$ cat config.mk
export PLATFORM = sky130hd
export DESIGN_NAME = skvt_cell
export DESIGN_NICKNAME = d
export VERILOG_FILES = /design/src/hdl/skvt_pkg.sv /design/src/hdl/skvt_cell.sv
export SDC_FILE = /design/constraint.sdc
export NUM_CORES = 1
export LEC_CHECK = 0
export BUFFER_PORTS_ARGS = -buffer_cell sky130_fd_sc_hd__buf_2
export CAP_MARGIN = 20
export CORE_MARGIN = 10
export CORE_UTILIZATION = 46
export CTS_BUF_LIST = sky130_fd_sc_hd__clkbuf_16
export DETAILED_ROUTE_END_ITERATION = 16
export GPL_ROUTABILITY_DRIVEN = 1
export GPL_TIMING_DRIVEN = 0
export PLACE_DENSITY = 0.87
export SETUP_SLACK_MARGIN = 0.1
export SYNTH_ARGS = -nofsm -noshare
export SYNTH_HDL_FRONTEND = slang
export SYNTH_SLANG_ARGS = --single-unit
$ cat constraint.sdc
create_clock -name clk -period 5.4 [get_ports clk]
set_input_delay 0.27 -clock clk [delete_from_list [all_inputs] [get_ports clk]]
set_output_delay 0.27 -clock clk [all_outputs]
set_load 0.005 [all_outputs]
$ cat src/hdl/skvt_pkg.sv
package skvt_pkg;

  localparam int CAPACITY   = 64;
  localparam int KEY_BITS   = 32;
  localparam int VALUE_BITS = 32;
  localparam int COUNT_W    = $clog2(CAPACITY + 1);

  typedef enum logic [1:0] {
    OP_INSERT = 2'd0,
    OP_LOOKUP = 2'd1,
    OP_CLEAR  = 2'd2,
    OP_NONE   = 2'd3
  } op_t;

  typedef enum logic [2:0] {
    ST_INSERTED = 3'd0,
    ST_UPDATED  = 3'd1,
    ST_FULL     = 3'd2,
    ST_HIT      = 3'd3,
    ST_MISS     = 3'd4,
    ST_CLEARED  = 3'd5
  } status_t;

  typedef struct packed {
    logic [1:0]            operation;
    logic [KEY_BITS-1:0]   key;
    logic [VALUE_BITS-1:0] value;
  } req_t;

  typedef struct packed {
    logic [2:0]            status;
    logic [VALUE_BITS-1:0] found_value;
    logic [COUNT_W-1:0]    entry_count;
  } rsp_t;

  // Broadcast from the controller to every cell.
  typedef struct packed {
    logic                  cmp;
    logic [KEY_BITS-1:0]   cmp_key;
    logic                  ins;
    logic                  upd;
    logic                  clr;
    logic [KEY_BITS-1:0]   key;
    logic [VALUE_BITS-1:0] value;
  } cell_cmd_t;

  // What a cell shows to its right neighbor and to the controller.
  typedef struct packed {
    logic [KEY_BITS-1:0]   key;
    logic [VALUE_BITS-1:0] value;
    logic                  valid;
    logic                  lt;
    logic                  eq;
  } cell_state_t;

endpackage

$ cat src/hdl/skvt_cell.sv
module skvt_cell import skvt_pkg::*; (
  input  logic        clk,
  input  logic        rst,
  input  cell_cmd_t   cmd,
  input  cell_state_t left,
  output cell_state_t self
);

  logic [KEY_BITS-1:0]   key;
  logic [VALUE_BITS-1:0] value;
  logic                  valid;
  logic                  lt;
  logic                  eq;

  // Control: compare flags and occupancy.
  always_ff @(posedge clk) begin
    if (rst) begin
      valid <= 1'b0;
      lt    <= 1'b0;
      eq    <= 1'b0;
    end else begin
      if (cmd.cmp) begin
        lt <= valid && (key < cmd.cmp_key);
        eq <= valid && (key == cmd.cmp_key);
      end
      if (cmd.clr) begin
        valid <= 1'b0;
      end else if (cmd.ins && !lt) begin
        valid <= left.valid;
      end
    end
  end

  // Payload: insert at gap, shift from the left above, update on a match.
  always_ff @(posedge clk) begin
    if (cmd.ins && !lt) begin
      if (left.lt) begin
        key   <= cmd.key;
        value <= cmd.value;
      end else begin
        key   <= left.key;
        value <= left.value;
      end
    end else if (cmd.upd && eq) begin
      value <= cmd.value;
    end
  end

  assign self = '{key: key, value: value, valid: valid, lt: lt, eq: eq};

endmodule

## Word level (Yosys, flattened, before mapping)

Cells that the tools add are included.
W data, S select, Z words.

| operators by class | value |
|---|---|
| equality and inequality tests | 1 |
| $lt $le $gt $ge | 1 |
| reductions and logical operators | 7 |
| mux-type cells | 4 |

Operator list:

| kind | number |
|---|---|
| $mux W32 | 4 |
| $eq A32 B32 Y1 | 1 |
| $lt A32 B32 Y1 | 1 |
| $logic_and A1 B1 Y1 | 4 |
| $reduce_bool A2 Y1 | 1 |
| $reduce_or A2 Y1 | 1 |
| $logic_not A1 Y1 | 1 |

| word-level totals | value |
|---|---|
| bits in registers | 67 |

## Logic depth before layout (Yosys ltp)

Gate-level depths: netlist of run 1.

| depth | value |
|---|---|
| depth after elaboration | 3 |
| depth in mapped cells | 7 |

## Worst setup path after synthesis of run 1

No wires, ideal clock.

| path | value |
|---|---|
| path kind | reg2reg |
| from | register key[14] |
| to | register lt |
| setup time | 79 ps |
| data arrival time | 1739 ps |
| required time | 5321 ps |
| clock period less this slack | 1819 ps |
| cell stages (with the launch flop) | 7 |
| setup slack | 3581 ps |
| cell sequence | edfxtp_1 ha_1 a21oi_2 nand2_1 a221o_1 o311a_1 a211oi_2 |

| between the ends | value |
|---|---|
| longest elaborated chain between the ends | 2 |

RTL lines:

| element | line | source |
|---|---|---|
| start: declaration | skvt_cell.sv:9 | `logic [KEY_BITS-1:0] key;` |
| start signal: assignment | skvt_cell.sv:38 | `key <= cmd.key;` |
| start signal: assignment | skvt_cell.sv:41 | `key <= left.key;` |
| $lt A32 B32 Y1 | skvt_cell.sv:23 | `lt <= valid && (key < cmd.cmp_key);` |
| $logic_and A1 B1 Y1 | skvt_cell.sv:23 |  |
| end signal: assignment | skvt_cell.sv:23 |  |
| end: declaration | skvt_cell.sv:12 | `logic lt;` |

No other way between the ends.
A chain may end at the register's enable or synchronous reset.

## Worst setup path after layout of run 1

Ends and elaborated chain as after synthesis.

==> flow_summary.ini, run 1 <==
[power_and_ir_drop]
ir_drop_mv = 0.191
powerDensity_nw_per_um2 = 287
p_total_uw = 1530
leakagePower_uw = 0.00259

[clocking]
clockBufferDepth = 2
path_clk_slew_ns = 0.06
cts_setup_buffers = 0
root_buffer = clkbuf_16
h-tree-depth = 3
cts_buffers = 9
cts_resized = 0
hold_buffers = 0
clkSinkCount = 67
tritoncts = done
insertion_delay_ns = 0.33

[worst_setup_path]
crit_path_end_kind = flip-flop
worstSetupStartpointType = flip-flop
cp.arrival_ns = 2.19
cp_max_fo = 3
crit_type = reg -> reg
crit_required_ns = 5.60

[logic_synthesis]
synth_top_area_share_pct = 52.9
synth_warnings = 0
syn_area_um2 = 3630
yosys_register_bits = 67
synth_top_area_cell = edfxtp_1
ys_top_cells_by_area = edfxtp_1 53%, mux2_2 19%, ha_1 11%
synth-edff-count = 64
synth_area_per_cell_um2 = 13.5
netlist_instances = 268
synth_common_cells = 64 x edfxtp_1, 61 x mux2_2, 34 x inv_1, 32 x ha_1
seq_area_frac_synth_pct = 54.6
synth.distinct_cells = 30
yosysMostFrequentCell = edfxtp_1
synth.net_count = 469
synth_ff_type = edfxtp_1
synthArstFlopShare_pct = 0

[cells_and_area]
instances_no_fill = 621
nets = 715
drive_gt1_share_pct = 62.0
synthToLayoutAreaGrowth_pct = 46.6
nFillCells = 569
antennaDiodeCount = 0

[detailed_routing]
drtAntennaViolNets = 0
first_pass_iters = 4
post_drt_wl_per_cell_um = 19.0
drtIter0Drc = 102
vias = 3059
wl_um = 11800
drc_errors = 0
vias_per_cell = 4.93

[timing]
worstMarginPinSlew_ns = 0.599
setup_violations = 0
rsz0062_at_grt = false
timing.final.max_slew_violations = 0
hold_viol = 0
min_period_ns = 1.99
layout_setup_ws_ns = 3.41
hold_slack_ns = 0.112
finalCritPeriodShare_pct = 36.8
max_freq_ghz = 0.503
fin_skew_ns = 0.00648
slew_headroom_pct = 60.0
tns_ns = 0

[floorplan]
die_h_um = 109
dieArea_um2 = 11800
initial_core_util_pct = 47.2
pin_count = 236
core_um2 = 7690
num_rows = 32
die_w_um = 109

[grt]
grt_antenna_before_repair = 0
grt.total_usage_pct = 19.3
grt_pass1_vias = 3516
grt_max_degree = 22
grt_pass1_wl_um = 17800
grt-ovfl-total = 0

[placement]
dp_hpwl_um = 10100
gp_congestion = 0.864
io_buffers = 233
dp.cells = 605
place_ws_ns = 3.43

[job]
drv_cap = 0

[hold_path]
min_path_type = in -> reg

[outcome]
outcome = complete, no violations
layout make-up:
type                    instances  area, µm²  share of cell area [%]
flip-flops and latches         67       1980                    37.3
multi-input cells             157       1460                    27.5
well taps                     102        128                    2.40
inverters                      34        128                    2.40
clock inverters                 7        116                    2.19
clock buffers                   9        225                    4.23
repair buffers                235       1220                    23.0
plain buffers                  10       56.3                    1.06
critical path, cell delays in order, from the launching register on:
cell and delay, ns:
edfxtp_1 0.41, ha_1 0.35, nand4_1 0.19, nor4_1 0.43
a21boi_1 0.23, o311a_1 0.20, a211oi_2 0.05
report_power, final:
part	switching [µW]	internal [µW]
Clock	217	451
Combinational	105	129
Sequential	13.2	614
Total	335	1190
placed cells by master (no fill, tap or decap), drive strengths merged:
| cell | instances |
|---|---|
| buf | 244 |
| edfxtp | 64 |
| mux2 | 64 |
| inv | 36 |
| ha | 32 |
| a21oi | 13 |
| nand2 | 12 |
| clkbuf | 10 |
| nand4 | 7 |
| nor2 | 5 |
| nand3 | 4 |
| o21ai | 3 |
| bufinv | 3 |
| dfxtp | 3 |
| nor3 | 2 |
| o211ai | 2 |
| nor4 | 2 |
| a211oi | 2 |
| a21boi | 2 |
| clkinv | 2 |
| nand2b | 1 |
| mux2i | 1 |
| a2111oi | 1 |
| a221o | 1 |
| nor2b | 1 |
| a21o | 1 |
| o311a | 1 |
final timing paths:
check             startpoint    end  slack [ns]  cells past startpoint
setup / recovery     key[14]     lt        3.41                      6
hold / removal       cmd[64]  valid        0.11                      2
setup reg to reg     key[14]     lt        3.41                      6
hold reg to reg           eq     eq        0.51                      2
cell families (layout without fill, tap and decap cells):
family | Yosys count | after routing | synth area share (%)
flops | 67 | 67 | 54.6
mux | 65 | 65 | 20.1
buf+inv | 44 | 295 | 5.07
simple gates | 34 | 34 | 4.48
fa+ha+maj | 32 | 32 | 11.0
compound gates | 26 | 26 | 4.69
sequential cells by signal, indices dropped and copies added (netlist names):
name	flops
key	32
value	32
eq	1
lt	1
valid	1
metrics by stage:
stage          instance area, µm²  utilization, %
6_report                     5320            69.2
5_1_grt                      5320            69.2
4_1_cts                      5320            69.2
3_5_place_dp                 4980            64.8
3_3_place_gp                 4920            64.0
2_1_floorplan                3630               -
routing by layer:
layer	vias up	routed length [µm]	track usage, %
li1	1481	-	-
met1	1403	3870	18.1
met2	159	6330	36.2
met3	16	1390	9.03
met4	0	226	6.50
met5	-	0	0
Power figures use the tool's default switching activity.
==> inputs of run 2 (changes only) <==
--- a/config.mk
+++ b/config.mk
@@ -8,12 +8,12 @@
 export BUFFER_PORTS_ARGS = -buffer_cell sky130_fd_sc_hd__buf_2
 export CAP_MARGIN = 20
 export CORE_MARGIN = 10
-export CORE_UTILIZATION = 46
+export CORE_UTILIZATION = 43
 export CTS_BUF_LIST = sky130_fd_sc_hd__clkbuf_16
 export DETAILED_ROUTE_END_ITERATION = 16
 export GPL_ROUTABILITY_DRIVEN = 1
 export GPL_TIMING_DRIVEN = 0
-export PLACE_DENSITY = 0.87
+export PLACE_DENSITY = 0.82
 export SETUP_SLACK_MARGIN = 0.1
 export SYNTH_ARGS = -nofsm -noshare
 export SYNTH_HDL_FRONTEND = slang
==> constraint.sdc (replaced) <==
create_clock -name clk -period 1.85 [get_ports clk]
set_input_delay 0.0925 -clock clk [delete_from_list [all_inputs] [get_ports clk]]
set_output_delay 0.0925 -clock clk [all_outputs]
set_load 0.005 [all_outputs]
==> run 2 against run 1 <==
Net effect: setup slack worse by 3.4 ns; largest cell class unchanged; sequential power increased to 2.9 times the previous value; design area increased by 3.2%; total power grew to 2.7 times the previous value; highest routed layer unchanged; clock power up 130%.
==> flow_summary.ini, run 2 (synthesis gave the netlist of run 1 again) <==
[timing]
min_period_ns = 1.82
max_freq_ghz = 0.548
timing.final.max_slew_violations = 0
fin_skew_ns = 0.00945
finalCritPeriodShare_pct = 98.6
hold_viol = 0
worstMarginPinSlew_ns = 0.490
rsz0062_at_grt = true
setup_violations = 0
tns_ns = 0
slew_headroom_pct = 67.3

[grt]
use_met3_pct = 9.29
grt_max_degree = 26
grt.total_usage_pct = 18.3
grt-ovfl-total = 0
grt_antenna_before_repair = 0
grt_use_met2_pct = 33.3
use_met1_pct = 17.8
grt_pass1_vias = 3551
gr-max-usage-layer = met2
grt_pass1_wl_um = 18400

[cells_and_area]
antennaDiodeCount = 0
nets = 725
nFillCells = 629
final_cell_mix = 236 x buf_2, 64 x edfxtp_1, 61 x mux2_2, 34 x inv_1, 24 x ha_1
final_util_pct = 66.8
final_common_cell = buf_2
top_regs = key x32, value x32
synthToLayoutAreaGrowth_pct = 51.3
drive_gt1_share_pct = 65.6

[worst_setup_path]
crit_path_end_kind = flip-flop
crit_required_ns = 2.08
crit_type = reg -> reg
r2r_start = key[12]
r2r_slack_ns = 0.03
crit_end = lt
rr_worst_depth = 6
worstReg2RegEnd = lt
cp.arrival_ns = 2.06
setup.worst_path.start = key[12]
cp_max_fo = 3
worstSetupStartpointType = flip-flop

[power_and_ir_drop]
p_total_uw = 4100
powerDensity_nw_per_um2 = 746
leakagePower_uw = 0.00261
ir_drop_mv = 0.632

[floorplan]
core_um2 = 8220
num_rows = 33
die_w_um = 112
dieArea_um2 = 12500
initial_core_util_pct = 44.2
pin_count = 236
die_h_um = 112

[detailed_routing]
vias = 3050
drtIter0Drc = 129
drtAntennaViolNets = 0
wl_um = 12000
vias_per_cell = 4.81
first_pass_iters = 4
drc_errors = 0
post_drt_wl_per_cell_um = 19.0

[clocking]
h-tree-depth = 3
cts_buffers = 9
root_buffer = clkbuf_16
tritoncts = done
clkSinkCount = 67
clockBufferDepth = 2
insertion_delay_ns = 0.32
path_clk_slew_ns = 0.06

[placement]
dp_hpwl_um = 9970
gp_congestion = 0.827
io_buffers = 233

[hold_path]
min_path_type = in -> reg

[outcome]
outcome = complete, no violations

[job]
drv_cap = 0
-- run 2: stage by stage --
stage          area [µm²]  instances  setup WS [ns]  hold slack [ns]
3_5_place_dp         4990        608         -0.157            0.272
4_1_cts              5400        632        -0.0405           0.0531
2_1_floorplan        3640        268          0.109            0.157
3_3_place_gp         4940        606         -0.101            0.260
5_1_grt              5490        634        -0.0208           0.0590
6_report             5490        634         0.0265           0.0645
-- run 2: metal layers --
metal | routed length [µm] | share of wire, %
met2 | 6360 | 53
met3 | 1370 | 11
met1 | 4160 | 35
met4 | 141 | 1.2
met5 | 0 | 0
-- run 2: worst max-delay path, stage by stage (launching register included) --
cell	delay, ns
edfxtp_1	0.38
ha_1	0.29
nand4_1	0.17
nor2_1	0.07
a221o_1	0.34
o311a_1	0.31
a211oi_2	0.19
-- run 2: power breakdown --
group	leakage, µW	switching, µW	internal, µW
Clock	0.000135	628	900
Combinational	0.00183	323	411
Sequential	0.000650	43.7	1790
Total	0.00261	995	3100
-- run 2: worst min path at each step --
stage	start	depth (start not counted)	endpoint	slack, ns
finish	left[2]	3	valid	0.06
global route	cmd[59]	2	key[27]	0.06
CTS	cmd[5]	2	value[5]	0.05
detailed placement	cmd[64]	2	valid	0.27
global placement	cmd[64]	2	valid	0.26
floorplan	rst	1	lt	0.16
-- run 2: layout make-up --
class / count / area [µm²] / area share, %
multi-input combinational: 157 / 1610 / 29.3
tap: 105 / 131 / 2.39
sequential: 67 / 1980 / 36.1
clock buffer: 9 / 225 / 4.10
inverter: 34 / 128 / 2.32
timing repair buffer: 245 / 1310 / 23.8
clock inverter: 7 / 45.0 / 0.820
buffer: 10 / 63.8 / 1.16
-- run 2: repair_timing --
action | 4_1_cts | 5_1_grt
endpoints found under the setup margin | 24 | 6
endpoints found under the hold margin | 3 | 0
pin swaps | 10 | 5
gates resized for setup | 14 | 9
hold buffers | 2 | 0
setup buffers | 7 | 2
